`src/design/led_scanner_and_stopwatch_unit_defines.svh`:
```
// assertion macros for the led scanner and stopwatch controller
`ifndef LED_SCANNER_AND_STOPWATCH_UNIT_DEFINES_SVH
`define LED_SCANNER_AND_STOPWATCH_UNIT_DEFINES_SVH

// check on every rising clock edge outside reset
`define LSSU_ASSERT(lbl, prop, msg) \
    lbl: assert property (@(posedge i_clk) disable iff (!i_rst_n) prop) else $error(msg);

// check that also runs while reset is held
`define LSSU_ASSERT_RST(lbl, prop, msg) \
    lbl: assert property (@(posedge i_clk) prop) else $error(msg);

`endif

```
`src/design/lssu_pkg.sv`:
```
// shared types, constants and helper functions for the led scanner and stopwatch
package lssu_pkg;

    // default width of the stopwatch counter
    localparam int COUNT_BITS_DEF = 8;

    // accumulator saturation value
    localparam logic [10:0] ACCUM_MAX = 11'd2047;

    // configuration register indexes
    localparam logic [2:0] CFG_TICK_MS       = 3'd0;
    localparam logic [2:0] CFG_DELAY_STEP_MS = 3'd1;
    localparam logic [2:0] CFG_DELAY_MIN_MS  = 3'd2;
    localparam logic [2:0] CFG_DELAY_MAX_MS  = 3'd3;
    localparam logic [2:0] CFG_SECOND_MS     = 3'd4;

    // configuration reset values
    localparam logic [7:0] TICK_MS_RST       = 8'd8;
    localparam logic [7:0] DELAY_STEP_MS_RST = 8'd50;
    localparam logic [9:0] DELAY_MIN_MS_RST  = 10'd50;
    localparam logic [9:0] DELAY_MAX_MS_RST  = 10'd1000;
    localparam logic [9:0] SECOND_MS_RST     = 10'd1000;
    localparam logic [9:0] SCAN_DELAY_RST    = 10'd500;

    // button bit positions
    localparam int BTN_START  = 0;
    localparam int BTN_STOP   = 1;
    localparam int BTN_CLEAR  = 2;
    localparam int BTN_SLOWER = 3;
    localparam int BTN_FASTER = 4;

    // led bar patterns, outer pairs first
    localparam logic [7:0] LED_OFF   = 8'h00;
    localparam logic [7:0] LED_BAR_1 = 8'b10000000 | 8'b00000001;
    localparam logic [7:0] LED_BAR_2 = 8'hC3;
    localparam logic [7:0] LED_BAR_3 = 8'hE7;
    localparam logic [7:0] LED_FULL  = 8'b11110000 | 8'b00001111;

    // controller states
    typedef enum logic {
        ST_IDLE,
        ST_DRAIN
    } t_state;

    // controller to datapath commands
    typedef struct packed {
        logic apply;
        logic scan_step;
        logic sec_step;
        logic load_out;
    } t_dp_cmd;

    // datapath to controller status
    typedef struct packed {
        logic scan_more;
        logic sec_more;
    } t_dp_status;

    // scanner state
    typedef struct packed {
        logic [2:0] pos;
        logic       up;
        logic [7:0] led;
    } t_scan;

    // saturating accumulator add
    function automatic logic [10:0] accum_add(input logic [10:0] a, input logic [7:0] b);
        logic [11:0] sum;
        sum = {1'b0, a} + {4'b0, b};
        return (sum > {1'b0, ACCUM_MAX}) ? ACCUM_MAX : sum[10:0];
    endfunction

    // one step of the mirrored bar scanner
    function automatic t_scan scan_advance(input t_scan s);
        t_scan n;
        n = s;
        unique case (s.pos)
            3'd0: begin
                n.led = LED_OFF;
                n.up  = 1'b1;
                n.pos = 3'd1;
            end
            3'd1, 3'd2, 3'd3: begin
                n.led = (s.pos == 3'd1) ? LED_BAR_1 : (s.pos == 3'd2) ? LED_BAR_2 : LED_BAR_3;
                n.pos = s.up ? s.pos + 3'd1 : s.pos - 3'd1;
            end
            3'd4: begin
                n.led = LED_FULL;
                n.up  = 1'b0;
                n.pos = 3'd3;
            end
            default: begin
                n.pos = 3'd0;
                n.up  = 1'b0;
            end
        endcase
        return n;
    endfunction

endpackage

```
`src/design/lssu_ctrl.sv`:
```
// controller state machine: request handshakes and drain sequencing
`include "led_scanner_and_stopwatch_unit_defines.svh"

module lssu_ctrl
    import lssu_pkg::*;
(
    input  logic       i_clk,
    input  logic       i_rst_n,
    input  logic       i_in_valid,
    output logic       o_in_stall,
    output logic       o_out_valid,
    input  logic       i_out_stall,
    input  t_dp_status i_sts,
    output t_dp_cmd    o_cmd
);

    t_state r_state, n_state;
    logic   r_out_valid, n_out_valid;
    logic   w_in_acc;
    logic   w_out_free;
    logic   w_done;

    assign w_in_acc   = i_in_valid && !o_in_stall;
    assign w_out_free = !r_out_valid || !i_out_stall;
    assign w_done     = !i_sts.scan_more && !i_sts.sec_more;

    // next state
    always_comb begin
        n_state = r_state;
        unique case (r_state)
            ST_IDLE: begin
                if (w_in_acc) n_state = ST_DRAIN;
            end
            ST_DRAIN: begin
                if (w_done && w_out_free) n_state = ST_IDLE;
            end
            default: n_state = ST_IDLE;
        endcase
    end

    // outputs and datapath commands
    always_comb begin
        o_cmd      = '0;
        o_in_stall = (r_state != ST_IDLE);
        unique case (r_state)
            ST_IDLE: begin
                o_cmd.apply = i_in_valid;
            end
            ST_DRAIN: begin
                o_cmd.scan_step = i_sts.scan_more;
                o_cmd.sec_step  = i_sts.sec_more;
                o_cmd.load_out  = w_done && w_out_free;
            end
            default: o_cmd = '0;
        endcase
    end

    // result valid flag
    always_comb begin
        n_out_valid = r_out_valid;
        if (o_cmd.load_out) begin
            n_out_valid = 1'b1;
        end else if (r_out_valid && !i_out_stall) begin
            n_out_valid = 1'b0;
        end
    end

    assign o_out_valid = r_out_valid;

    // state registers
    always_ff @(posedge i_clk) begin
        if (!i_rst_n) begin
            r_state     <= ST_IDLE;
            r_out_valid <= 1'b0;
        end else begin
            r_state     <= n_state;
            r_out_valid <= n_out_valid;
        end
    end

    // checks
    `LSSU_ASSERT(a_load_sets_valid, o_cmd.load_out |=> r_out_valid, "result load lost")
    `LSSU_ASSERT(a_no_overwrite, o_cmd.load_out |-> (!r_out_valid || !i_out_stall), "held result overwritten")
    `LSSU_ASSERT(a_load_after_drain, o_cmd.load_out |-> !(i_sts.scan_more || i_sts.sec_more), "result loaded before drain done")
    `LSSU_ASSERT_RST(a_reset_clears, !i_rst_n |=> (!r_out_valid && r_state == ST_IDLE), "reset did not clear control")

endmodule

```
`src/design/lssu_dp.sv`:
```
// datapath: configuration, button handling, accumulators, scanner and result register
module lssu_dp
    import lssu_pkg::*;
#(
    parameter int COUNT_BITS = COUNT_BITS_DEF
) (
    input  logic       i_clk,
    input  logic       i_rst_n,
    input  logic       i_cfg_wr_en,
    input  logic [2:0] i_cfg_index,
    input  logic [9:0] i_cfg_data,
    input  logic [4:0] i_buttons,
    input  logic       i_tick,
    input  t_dp_cmd    i_cmd,
    output t_dp_status o_sts,
    output logic [7:0] o_led_pattern,
    output logic [7:0] o_seconds,
    output logic [9:0] o_scan_delay_now
);

    localparam int EXT_W = (COUNT_BITS > 8) ? COUNT_BITS : 8;

    // configuration registers
    logic [7:0] r_tick_ms;
    logic [7:0] r_delay_step_ms;
    logic [9:0] r_delay_min_ms;
    logic [9:0] r_delay_max_ms;
    logic [9:0] r_second_ms;

    // block state
    logic [4:0]            r_button_prev;
    logic                  r_running, n_running;
    logic [10:0]           r_second_accum;
    logic [10:0]           r_scan_accum;
    logic [9:0]            r_scan_delay, n_scan_delay;
    t_scan                 r_scan;
    logic [COUNT_BITS-1:0] r_count;

    // result register
    logic [7:0] r_out_led;
    logic [7:0] r_out_sec;
    logic [9:0] r_out_delay;

    logic [4:0]       w_rise;
    logic [10:0]      w_slow_sum;
    logic [9:0]       w_delay_slow;
    logic signed [11:0] w_fast_diff;
    logic [EXT_W-1:0] w_count_ext;

    // configuration writes
    always_ff @(posedge i_clk) begin
        if (!i_rst_n) begin
            r_tick_ms       <= TICK_MS_RST;
            r_delay_step_ms <= DELAY_STEP_MS_RST;
            r_delay_min_ms  <= DELAY_MIN_MS_RST;
            r_delay_max_ms  <= DELAY_MAX_MS_RST;
            r_second_ms     <= SECOND_MS_RST;
        end else if (i_cfg_wr_en) begin
            unique case (i_cfg_index)
                CFG_TICK_MS:       r_tick_ms       <= i_cfg_data[7:0];
                CFG_DELAY_STEP_MS: r_delay_step_ms <= i_cfg_data[7:0];
                CFG_DELAY_MIN_MS:  r_delay_min_ms  <= i_cfg_data;
                CFG_DELAY_MAX_MS:  r_delay_max_ms  <= i_cfg_data;
                CFG_SECOND_MS:     r_second_ms     <= i_cfg_data;
                default: ;
            endcase
        end
    end

    // button edges, start then stop
    assign w_rise = i_buttons & ~r_button_prev;

    always_comb begin
        n_running = r_running;
        if (w_rise[BTN_START]) n_running = 1'b1;
        if (w_rise[BTN_STOP])  n_running = 1'b0;
    end

    // slower clamps to the maximum, then faster clamps to the minimum
    assign w_slow_sum   = {1'b0, r_scan_delay} + {3'b0, r_delay_step_ms};
    assign w_delay_slow = !w_rise[BTN_SLOWER] ? r_scan_delay :
                          (w_slow_sum > {1'b0, r_delay_max_ms}) ? r_delay_max_ms :
                          w_slow_sum[9:0];
    assign w_fast_diff  = $signed({2'b0, w_delay_slow}) - $signed({4'b0, r_delay_step_ms});

    always_comb begin
        n_scan_delay = w_delay_slow;
        if (w_rise[BTN_FASTER]) begin
            if (w_fast_diff < $signed({2'b0, r_delay_min_ms})) begin
                n_scan_delay = r_delay_min_ms;
            end else begin
                n_scan_delay = w_fast_diff[9:0];
            end
        end
    end

    // drain status
    assign o_sts.scan_more = (r_scan_delay != 10'd0) && (r_scan_accum >= {1'b0, r_scan_delay});
    assign o_sts.sec_more  = (r_second_ms != 10'd0) && (r_second_accum >= {1'b0, r_second_ms});

    // state update: request apply, then one drain step per cycle
    always_ff @(posedge i_clk) begin
        if (!i_rst_n) begin
            r_button_prev  <= '0;
            r_running      <= 1'b0;
            r_second_accum <= '0;
            r_scan_accum   <= '0;
            r_scan_delay   <= SCAN_DELAY_RST;
            r_scan         <= '0;
            r_count        <= '0;
        end else if (i_cmd.apply) begin
            r_button_prev <= i_buttons;
            r_running     <= n_running;
            r_scan_delay  <= n_scan_delay;
            if (w_rise[BTN_CLEAR]) r_count <= '0;
            if (i_tick) begin
                r_scan_accum <= accum_add(r_scan_accum, r_tick_ms);
                if (n_running) r_second_accum <= accum_add(r_second_accum, r_tick_ms);
            end
        end else begin
            if (i_cmd.scan_step) begin
                r_scan_accum <= r_scan_accum - {1'b0, r_scan_delay};
                r_scan       <= scan_advance(r_scan);
            end
            if (i_cmd.sec_step) begin
                r_second_accum <= r_second_accum - {1'b0, r_second_ms};
                r_count        <= r_count + COUNT_BITS'(1);
            end
        end
    end

    // result register
    assign w_count_ext = EXT_W'(r_count);

    always_ff @(posedge i_clk) begin
        if (i_cmd.load_out) begin
            r_out_led   <= r_scan.led;
            r_out_sec   <= w_count_ext[7:0];
            r_out_delay <= r_scan_delay;
        end
    end

    assign o_led_pattern    = r_out_led;
    assign o_seconds        = r_out_sec;
    assign o_scan_delay_now = r_out_delay;

endmodule

```
`src/design/led_scanner_and_stopwatch_unit.sv`:
```
// Mirrored LED bar scanner with a stopwatch: request in, one result out per request.
//
// Input channel: i_in_valid / o_in_stall carry i_buttons and i_tick. A request is
// taken when valid is high and stall is low. Output channel: o_out_valid /
// i_out_stall carry o_led_pattern, o_seconds and o_scan_delay_now.
// Configuration: i_cfg_wr_en writes i_cfg_data to register i_cfg_index
// (0 tick_ms, 1 delay_step_ms, 2 delay_min_ms, 3 delay_max_ms, 4 second_ms);
// the user must write only while no request is in flight (not enforced).
// The request is applied in the cycle it is taken, then the scan and seconds
// accumulators drain in parallel, one subtraction each per cycle, and the result
// is loaded once both are drained and the output register is free. The result
// sits in an output register, so the next request is taken while the previous
// result is still waiting; a stalled receiver only holds up completion of that
// next request. Synchronous reset clears the control and datapath state but not
// the result data, loads the default configuration and a scan delay of 500 ms,
// and empties the output.
module led_scanner_and_stopwatch_unit
    import lssu_pkg::*;
#(
    parameter int COUNT_BITS = COUNT_BITS_DEF
) (
    input  logic       i_clk,
    input  logic       i_rst_n,
    input  logic       i_cfg_wr_en,
    input  logic [2:0] i_cfg_index,
    input  logic [9:0] i_cfg_data,
    input  logic       i_in_valid,
    output logic       o_in_stall,
    input  logic [4:0] i_buttons,
    input  logic       i_tick,
    output logic       o_out_valid,
    input  logic       i_out_stall,
    output logic [7:0] o_led_pattern,
    output logic [7:0] o_seconds,
    output logic [9:0] o_scan_delay_now
);

    t_dp_cmd    w_cmd;
    t_dp_status w_sts;

    // controller
    lssu_ctrl u_ctrl (
        .i_clk       (i_clk),
        .i_rst_n     (i_rst_n),
        .i_in_valid  (i_in_valid),
        .o_in_stall  (o_in_stall),
        .o_out_valid (o_out_valid),
        .i_out_stall (i_out_stall),
        .i_sts       (w_sts),
        .o_cmd       (w_cmd)
    );

    // datapath
    lssu_dp #(
        .COUNT_BITS (COUNT_BITS)
    ) u_dp (
        .i_clk            (i_clk),
        .i_rst_n          (i_rst_n),
        .i_cfg_wr_en      (i_cfg_wr_en),
        .i_cfg_index      (i_cfg_index),
        .i_cfg_data       (i_cfg_data),
        .i_buttons        (i_buttons),
        .i_tick           (i_tick),
        .i_cmd            (w_cmd),
        .o_sts            (w_sts),
        .o_led_pattern    (o_led_pattern),
        .o_seconds        (o_seconds),
        .o_scan_delay_now (o_scan_delay_now)
    );

endmodule

```
`config.mk`:
```
export PLATFORM = sky130hd
export DESIGN_NAME = led_scanner_and_stopwatch_unit
export DESIGN_NICKNAME = d
export VERILOG_FILES = /design/src/design/lssu_pkg.sv /design/src/design/lssu_ctrl.sv /design/src/design/lssu_dp.sv /design/src/design/led_scanner_and_stopwatch_unit.sv
export VERILOG_INCLUDE_DIRS = /design/src /design/src/design
export SDC_FILE = /design/constraint.sdc
export NUM_CORES = 1
export LEC_CHECK = 0
export BUFFER_PORTS_ARGS = -buffer_cell sky130_fd_sc_hd__buf_2
export CAP_MARGIN = 30
export CELL_PAD_IN_SITES_DETAIL_PLACEMENT = 2
export CELL_PAD_IN_SITES_GLOBAL_PLACEMENT = 2
export CORE_MARGIN = 1
export CORE_UTILIZATION = 39
export CTS_BUF_LIST = sky130_fd_sc_hd__clkbuf_4
export DETAILED_ROUTE_END_ITERATION = 8
export PLACE_DENSITY_LB_ADDON = 0.25
export SLEW_MARGIN = 10
export SYNTH_ARGS = -nofsm -noshare
export SYNTH_HDL_FRONTEND = slang
export SYNTH_HIERARCHICAL = 1
export SYNTH_SLANG_ARGS = --single-unit
```
`constraint.sdc`:
```
create_clock -name i_clk -period 8.6 [get_ports i_clk]
set_clock_uncertainty 0.2 [all_clocks]
set_input_delay 0 -clock i_clk [delete_from_list [all_inputs] [get_ports i_clk]]
set_output_delay 0 -clock i_clk [all_outputs]
set_load 0.005 [all_outputs]
```
Word level (Yosys, flattened, before mapping)
Index checks and enable logic that the tools add are counted.
{ "word_totals": {"output_inout_bits": 28, "ff_bits": 132, "inputBits": 24, "elab_cells": 113} }
{ "op_classes": {"n_eq_ne": 11, "bitwise": 5, "muxes": 31, "addsub": 9, "n_lt_le_gt_ge": 6, "n_reduce_logical": 32} }
{ "ops": {"columns": ["cell", "n"], "rows": [
  ["two-way mux 11 bit", 9],
  ["two-way mux 10 bit", 4],
  ["two-way mux 8 bit", 4],
  ["adder 11 x 8 -> 12 bit", 2],
  ["greater-than comparator 12 x 11 -> 1 bit, second input constant", 2],
  ["case mux 8 bit (3 select lines)", 1],
  ["greater-or-equal comparator 11 x 10 -> 1 bit", 2],
  ["subtractor 11 x 10 -> 11 bit", 2],
  ["nonzero test 10 bit", 2],
  ["AND reduction 2 bit", 8],
  ["== test 3 x 2 -> 1 bit, second input constant", 4],
  ["< comparator 12 x 11 -> 1 bit", 1],
  ["adder 10 x 8 -> 11 bit", 1],
  ["greater-than comparator 11 x 10 -> 1 bit", 1],
  ["subtractor 10 x 8 -> 11 bit", 1],
  ["case mux 3 bit (3 select lines)", 1],
  ["AND reduction 3 bit", 3],
  ["adder 8 x 1 -> 8 bit, second input constant", 1],
  ["two-way mux 1 bit", 7],
  ["== test 3 x 1 -> 1 bit, second input constant", 2],
  ["== test 3 bit, second input constant", 2],
  ["logical AND 1 bit", 6],
  ["logical NOT 3 bit", 2],
  ["two-way mux 3 bit", 2],
  ["other kinds (14)", 24]
]} }

Longest topological paths before layout
{ "depth": {"ltp_word": 8, "ltp_mapped": 34, "ltp_nobuf": 33} }

By module
The synthesis kept the hierarchy.
{ "modules_own_cells": {"columns": ["module", "area_per_inst_um2", "seq_area_each_um2", "n_inst", "cells_each"], "rows": [
  ["lssu_dp", 7967.6, 2662.6, 1, 953],
  ["lssu_ctrl", 111.4, 40.0, 1, 13]
]} }

Worst setup path after synthesis
No wires, ideal clock.
{ "synth_timing": {"path_kind": "reg-to-reg", "from": "register u_dp.r_scan_delay[0]", "to": "register u_dp.r_scan_delay[1]", "n_path_buf": 1, "t_arrival_ns": 6.449, "stages_incl_launch_ff": 35, "setup_slack_ns": 1.834, "period_less_slack_ns": 6.766, "required_ns": 8.283, "setup_time_ns": 0.117, "cell_sequence": "dfxtp_1 ha_1 inv_1 fa_1 nor2b_1 o31a_1 o21a_1 nor2_1 xnor2_1 ha_1 nand4_1 or3_1 o311a_4 a21oi_2 buf_2 mux2i_1 o21ai_0 inv_1 ha_1 inv_1 fa_1 a21oi_1 o21ai_1 o31a_1 o21a_1 nor2_2 xor2_1 ha_1 o21a_1 o21a_1 o22a_1 inv_1 a41oi_4 mux2_4 a22o_1"} }
{ "synth_via": {"elab_chain_cells": 8} }
{ "synth_rtl": {"columns": ["element", "line_no", "source"], "rows": [
  ["start, declared", "lssu_dp.sv:35", "logic [9:0] r_scan_delay, n_scan_delay;"],
  ["start signal, assigned", "lssu_dp.sv:114", "r_scan_delay <= n_scan_delay;"],
  ["adder 10 x 8 -> 11 bit", "lssu_dp.sv:80", "assign w_slow_sum = {1'b0, r_scan_delay} + {3'b0, r_delay_step_ms};"],
  ["greater-than comparator 11 x 10 -> 1 bit", "lssu_dp.sv:82", "(w_slow_sum > {1'b0, r_delay_max_ms}) ? r_delay_max_ms :"],
  ["two-way mux 10 bit", "lssu_dp.sv:82", null],
  ["two-way mux 10 bit *", "lssu_dp.sv:81", "assign w_delay_slow = !w_rise[BTN_SLOWER] ? r_scan_delay :"],
  ["subtractor 10 x 8 -> 11 bit", "lssu_dp.sv:84", "assign w_fast_diff = $signed({2'b0, w_delay_slow}) - $signed({4'b0, r_delay_step_ms});"],
  ["< comparator 12 x 11 -> 1 bit", "lssu_dp.sv:89", "if (w_fast_diff < $signed({2'b0, r_delay_min_ms})) begin"],
  ["two-way mux 10 bit", "lssu_dp.sv:89", null],
  ["two-way mux 10 bit *", "lssu_dp.sv:88", "if (w_rise[BTN_FASTER]) begin"]
]} }
Mark *: on every way between the ends. The rest lies on a longest branch, timed or not.
A chain may end at the register's enable or synchronous reset.

Final worst setup path
Ends and elaborated chain as after synthesis.

==> summary by stage <==
Status
The run finished with clean final reports.

Synthesis
After synthesis, the cell types taking the most area are sky130_fd_sc_hd__dfxtp_1 (25%), sky130_fd_sc_hd__ha_1 (12%), sky130_fd_sc_hd__edfxtp_1 (8.2%). The share of async-settable or async-resettable flops after synthesis is 0%. In the synthesized netlist the dominant register cell turns out to be sky130_fd_sc_hd__dfxtp_1. The number of flops mapped to enable cells by yosys is 22. The number of storage elements in the synthesis netlist is 124.

The adder-cell share of the synthesized area is 13.6%. The cell area that synthesis handed to floorplanning was 0.00808 mm^2. The average cell area after synthesis is 8.36 um^2. The post-synthesis cell count is 966. The synthesized-area fraction occupied by ao, oa, aoi and oai cells is 23.9%.

The most used standard cell by instance count after synthesis is sky130_fd_sc_hd__nand2_1. The dominant combinational cell family by area after synthesis is compound AO/OA/AOI/OAI gates. The number of different library cells used by synthesis comes to 77.

The leading area contributor after synthesis is sky130_fd_sc_hd__dfxtp_1. The number of synthesis warnings is 6. The area share of the leading cell type in the synthesized netlist is 25.3%.

The number of nets produced by synthesis is 1,074. The proportion of synthesized chip area in sequential cells is 33.5%. After Yosys synthesis, XOR and XNOR cells account for 4.55% of the synthesized area. Of the post-synthesis cell area, the part taken by muxes is 2.80%.

The area share of and/or/nand/nor cells after synthesis is 16.2%. The commonest cells after synthesis are sky130_fd_sc_hd__nand2_1 (127), sky130_fd_sc_hd__dfxtp_1 (102), sky130_fd_sc_hd__a21oi_1 (100).

Finish
The post-route netlist has 10.7% of its cells at a drive strength greater than 1. The utilization after layout is 45.2%. The layout-stage area growth over the synthesis result is 13.5%. At the end of the flow, the number of nets in the layout was 1,144. The layout has 2,355 filler cells. The multi-input logic area is 0.00494 mm^2. The sequential cell area in the final layout is 0.00270 mm^2.

GRT
The all-layer global routing usage is 27.7%. Entering global routing, the biggest net connects 50 pins. The initial antenna violation count is 1.

The global-route wire length before repair is 45,300 um. The total overflow left after global routing is 0. The number of global-route vias before repair came to 8,124.

Floorplanning
In this run the core area contains 52 standard-cell rows. 52 I/O pins were placed. The floorplan step defined a die boundary enclosing 0.0213 mm^2. The die width is 146 um. The initial utilization of the core area, before any placement, comes to 39.8%. The die is 146 um tall. The total area inside the core boundary comes to 0.0203 mm^2.

STA
For the pin with the worst max-slew slack, the measured transition is 1.00 ns. The final clock period utilization by the worst path is 93.4%. The clock period minus worst slack is 8.04 ns. In this run the tightest slew margin relative to its limit is 33.0%. The setup TNS is 0 ns.

The top achievable clock speed is 0.124 GHz. Setup repair after global routing left no endpoint under its margin. The max-slew violation count came to 0. The number of hold-slack violations in the final timing report is 0.

Setup violations remaining at the end of the flow were counted as 0.

Critical path
Of all nets on the critical path, the largest fanout is 11. Data on the critical path arrives at its endpoint at 8.30 ns. The cell type of the slowest stage on the worst timing path is sky130_fd_sc_hd__a21oi_2. STA classifies the critical path startpoint as a flop. The critical path is of the reg -> reg type. STA classifies the critical path endpoint as a flop. For this run, the slowest stage of the critical path takes 0.52 ns. Data on the critical path is required at its endpoint by 8.86 ns.

Placement
Routability-driven placement finished with a final weighted congestion of 0.838. The number of input and output port buffers inserted is 51. Detailed placement finished with a half-perimeter wire length of 21,000 um.

Clocking
Buffers added to address setup during post-CTS repair amount to 0. The number of buffers added to fix hold violations after cts is 35. The TritonCTS sink count is 124. The clock-pin slew reported for the worst setup and hold paths after clock tree synthesis is 0.14 ns. The clock passes through at most 2 buffers. The later pin in the worst-skew pair is clocked with a latency of 0.57 ns.

The H-tree level count is 4. Once the clock tree was built, the resizer swapped 0 gates to a different size. In this run, CTS created clock tree buffers numbering 17. CTS placed an instance of sky130_fd_sc_hd__clkbuf_4 at the clock tree root. TritonCTS built the clock tree.

Pwr
The switching power share of the total is 44.8%. In this run, the clock network consumes 18.7% of the power. The internal power component is 1.21 mW. Per report_power, the combinational group accounts for 50.1% of the total.

The worst-case IR drop observed on VDD is 158 uV. For this design the ratio of total power to cell area is 239 mW/mm^2. The power share of the sequential group is 31.2%. The reported net switching power is 0.984 mW. The analysis attributes to cell leakage a power of 3.86 nW.

Drt
After detailed routing, the number of remaining DRC violations is 0. The routed layout has 7,549 vias. The number of vias per cell after detailed routing is 5.72. The pre-antenna-repair detailed-routing pass consisted of 5 iterations. The detail-routed net length per standard cell is 21.6 um.

Summed over all layers, the routed wires come to 28,500 um. The detailed router finished its first iteration with 272 violations. The count of nets left with antenna violations once routing finished came out at 0.

Run
The number of maximum-capacitance violations is 0.

Worst hold path
The min-delay analysis places its worst path in the category in -> reg.
[state kept, by name, summed over array words and instances, names as in the netlist, 10 cells and up]
signal and flops:
u_dp/o_scan_delay_now 10, u_dp/r_delay_max_ms 10, u_dp/r_delay_min_ms 10, u_dp/r_scan_accum 11
u_dp/r_scan_delay 10, u_dp/r_second_accum 11, u_dp/r_second_ms 10
[worst paths after layout]
check                                           from                     end  slack (ns)  cells after the start
worst min register to register        u_dp/r_scan[5]   u_dp/o_led_pattern[5]        0.24                      0
worst min-delay path                   i_cfg_data[9]  u_dp/r_delay_max_ms[9]        0.04                      4
worst max register to register  u_dp/r_scan_delay[0]    u_dp/r_scan_delay[1]        0.56                     33
worst max-delay path            u_dp/r_scan_delay[0]    u_dp/r_scan_delay[1]        0.56                     33
[metal layers]
metal  wire, um  global-route usage (%)
met3       1010                    4.36
met2      13700                    46.5
met5          0                       0
met1      13200                    35.9
met4        573                    9.53
[cell usage in the layout, fill, tap and decap left out, types with 6 or more instances in the layout]
cell type and instances:
sky130_fd_sc_hd__a31oi_1 11, sky130_fd_sc_hd__nor3_1 16, sky130_fd_sc_hd__edfxtp_1 22, sky130_fd_sc_hd__nand4_1 10, sky130_fd_sc_hd__o21a_1 9, sky130_fd_sc_hd__nand2_1 127, sky130_fd_sc_hd__ha_1 78, sky130_fd_sc_hd__inv_6 7
sky130_fd_sc_hd__inv_1 72, sky130_fd_sc_hd__nor2_1 60, sky130_fd_sc_hd__nor2b_1 14, sky130_fd_sc_hd__o21bai_1 7, sky130_fd_sc_hd__xor2_1 17, sky130_fd_sc_hd__o221ai_1 7, sky130_fd_sc_hd__o21ai_0 44, sky130_fd_sc_hd__mux2i_1 20
sky130_fd_sc_hd__xnor2_1 25, sky130_fd_sc_hd__a21oi_1 99, sky130_fd_sc_hd__a22oi_1 6, sky130_fd_sc_hd__a21o_1 12, sky130_fd_sc_hd__a211oi_1 11, sky130_fd_sc_hd__o211ai_1 28, sky130_fd_sc_hd__o22ai_1 7, sky130_fd_sc_hd__dfxtp_1 102
sky130_fd_sc_hd__buf_2 51, sky130_fd_sc_hd__or2_2 6, sky130_fd_sc_hd__fa_1 6, sky130_fd_sc_hd__o21ai_1 6, sky130_fd_sc_hd__clkbuf_4 17, sky130_fd_sc_hd__nand3_1 16, sky130_fd_sc_hd__dlygate4sd3_1 35
[power by group through the flow]
stage | Clock, mW | Combinational (mW) | Sequential (mW)
finish | 0.410 | 1.10 | 0.685
global route | 0.445 | 1.19 | 0.689
CTS | 0.422 | 1.09 | 0.683
detailed placement | 0 | 1.07 | 0.696
global placement | 0 | 1.02 | 0.693
floorplan | 0 | 0.790 | 0.676
[through the flow]
stage	power [mW]	instances	hold WS [ns]	setup WS (ns)	cell area (um^2)
finish	2.19	1320	0.0377	0.564	9170
global route	2.33	1320	0.0388	0.110	9170
CTS	2.20	1319	0.00768	0.601	9170
detailed placement	1.76	1252	0.0733	0.695	8540
global placement	1.71	1252	0.0538	1.10	8540
floorplan	1.47	966	-0.0760	1.83	8080
[worst max-delay path, delay by kind of cell, from the launching register on]
kind / cells / cell delay [ns]
XOR/XNOR: 2 / 0.29
multiplexers: 2 / 0.58
AND/OR/NAND/NOR: 5 / 1.07
adder cells (fa/ha/maj): 6 / 1.84
AO/OA/AOI/OAI: 14 / 3.11
buffers and inverters: 4 / 0.37
flip-flops: 1 / 0.45
[kinds of logic (layout without fill, tap and decap cells)]
kind of cell,after synthesis,after routing
other,0,1
buffers and inverters,112,195
adders and majority gates,84,84
muxes,22,22
AOI/OAI and AO/OA,296,296
and+or+nand+nor,286,286
DFF,124,124
xor gates and xnor gates,42,42
[layout make-up]
class                           instances  share of cell area, %
Clock buffer                           17                   1.39
Clock inverter                         15                   1.61
Inverter                               73                   2.99
Antenna cell                            1                 0.0273
Sequential cell                       124                   29.5
Tap cell                              270                   3.69
Multi-Input combinational cell        730                   53.9
Timing Repair Buffer                   90                   6.93
(Power assumes the default switching activity.)
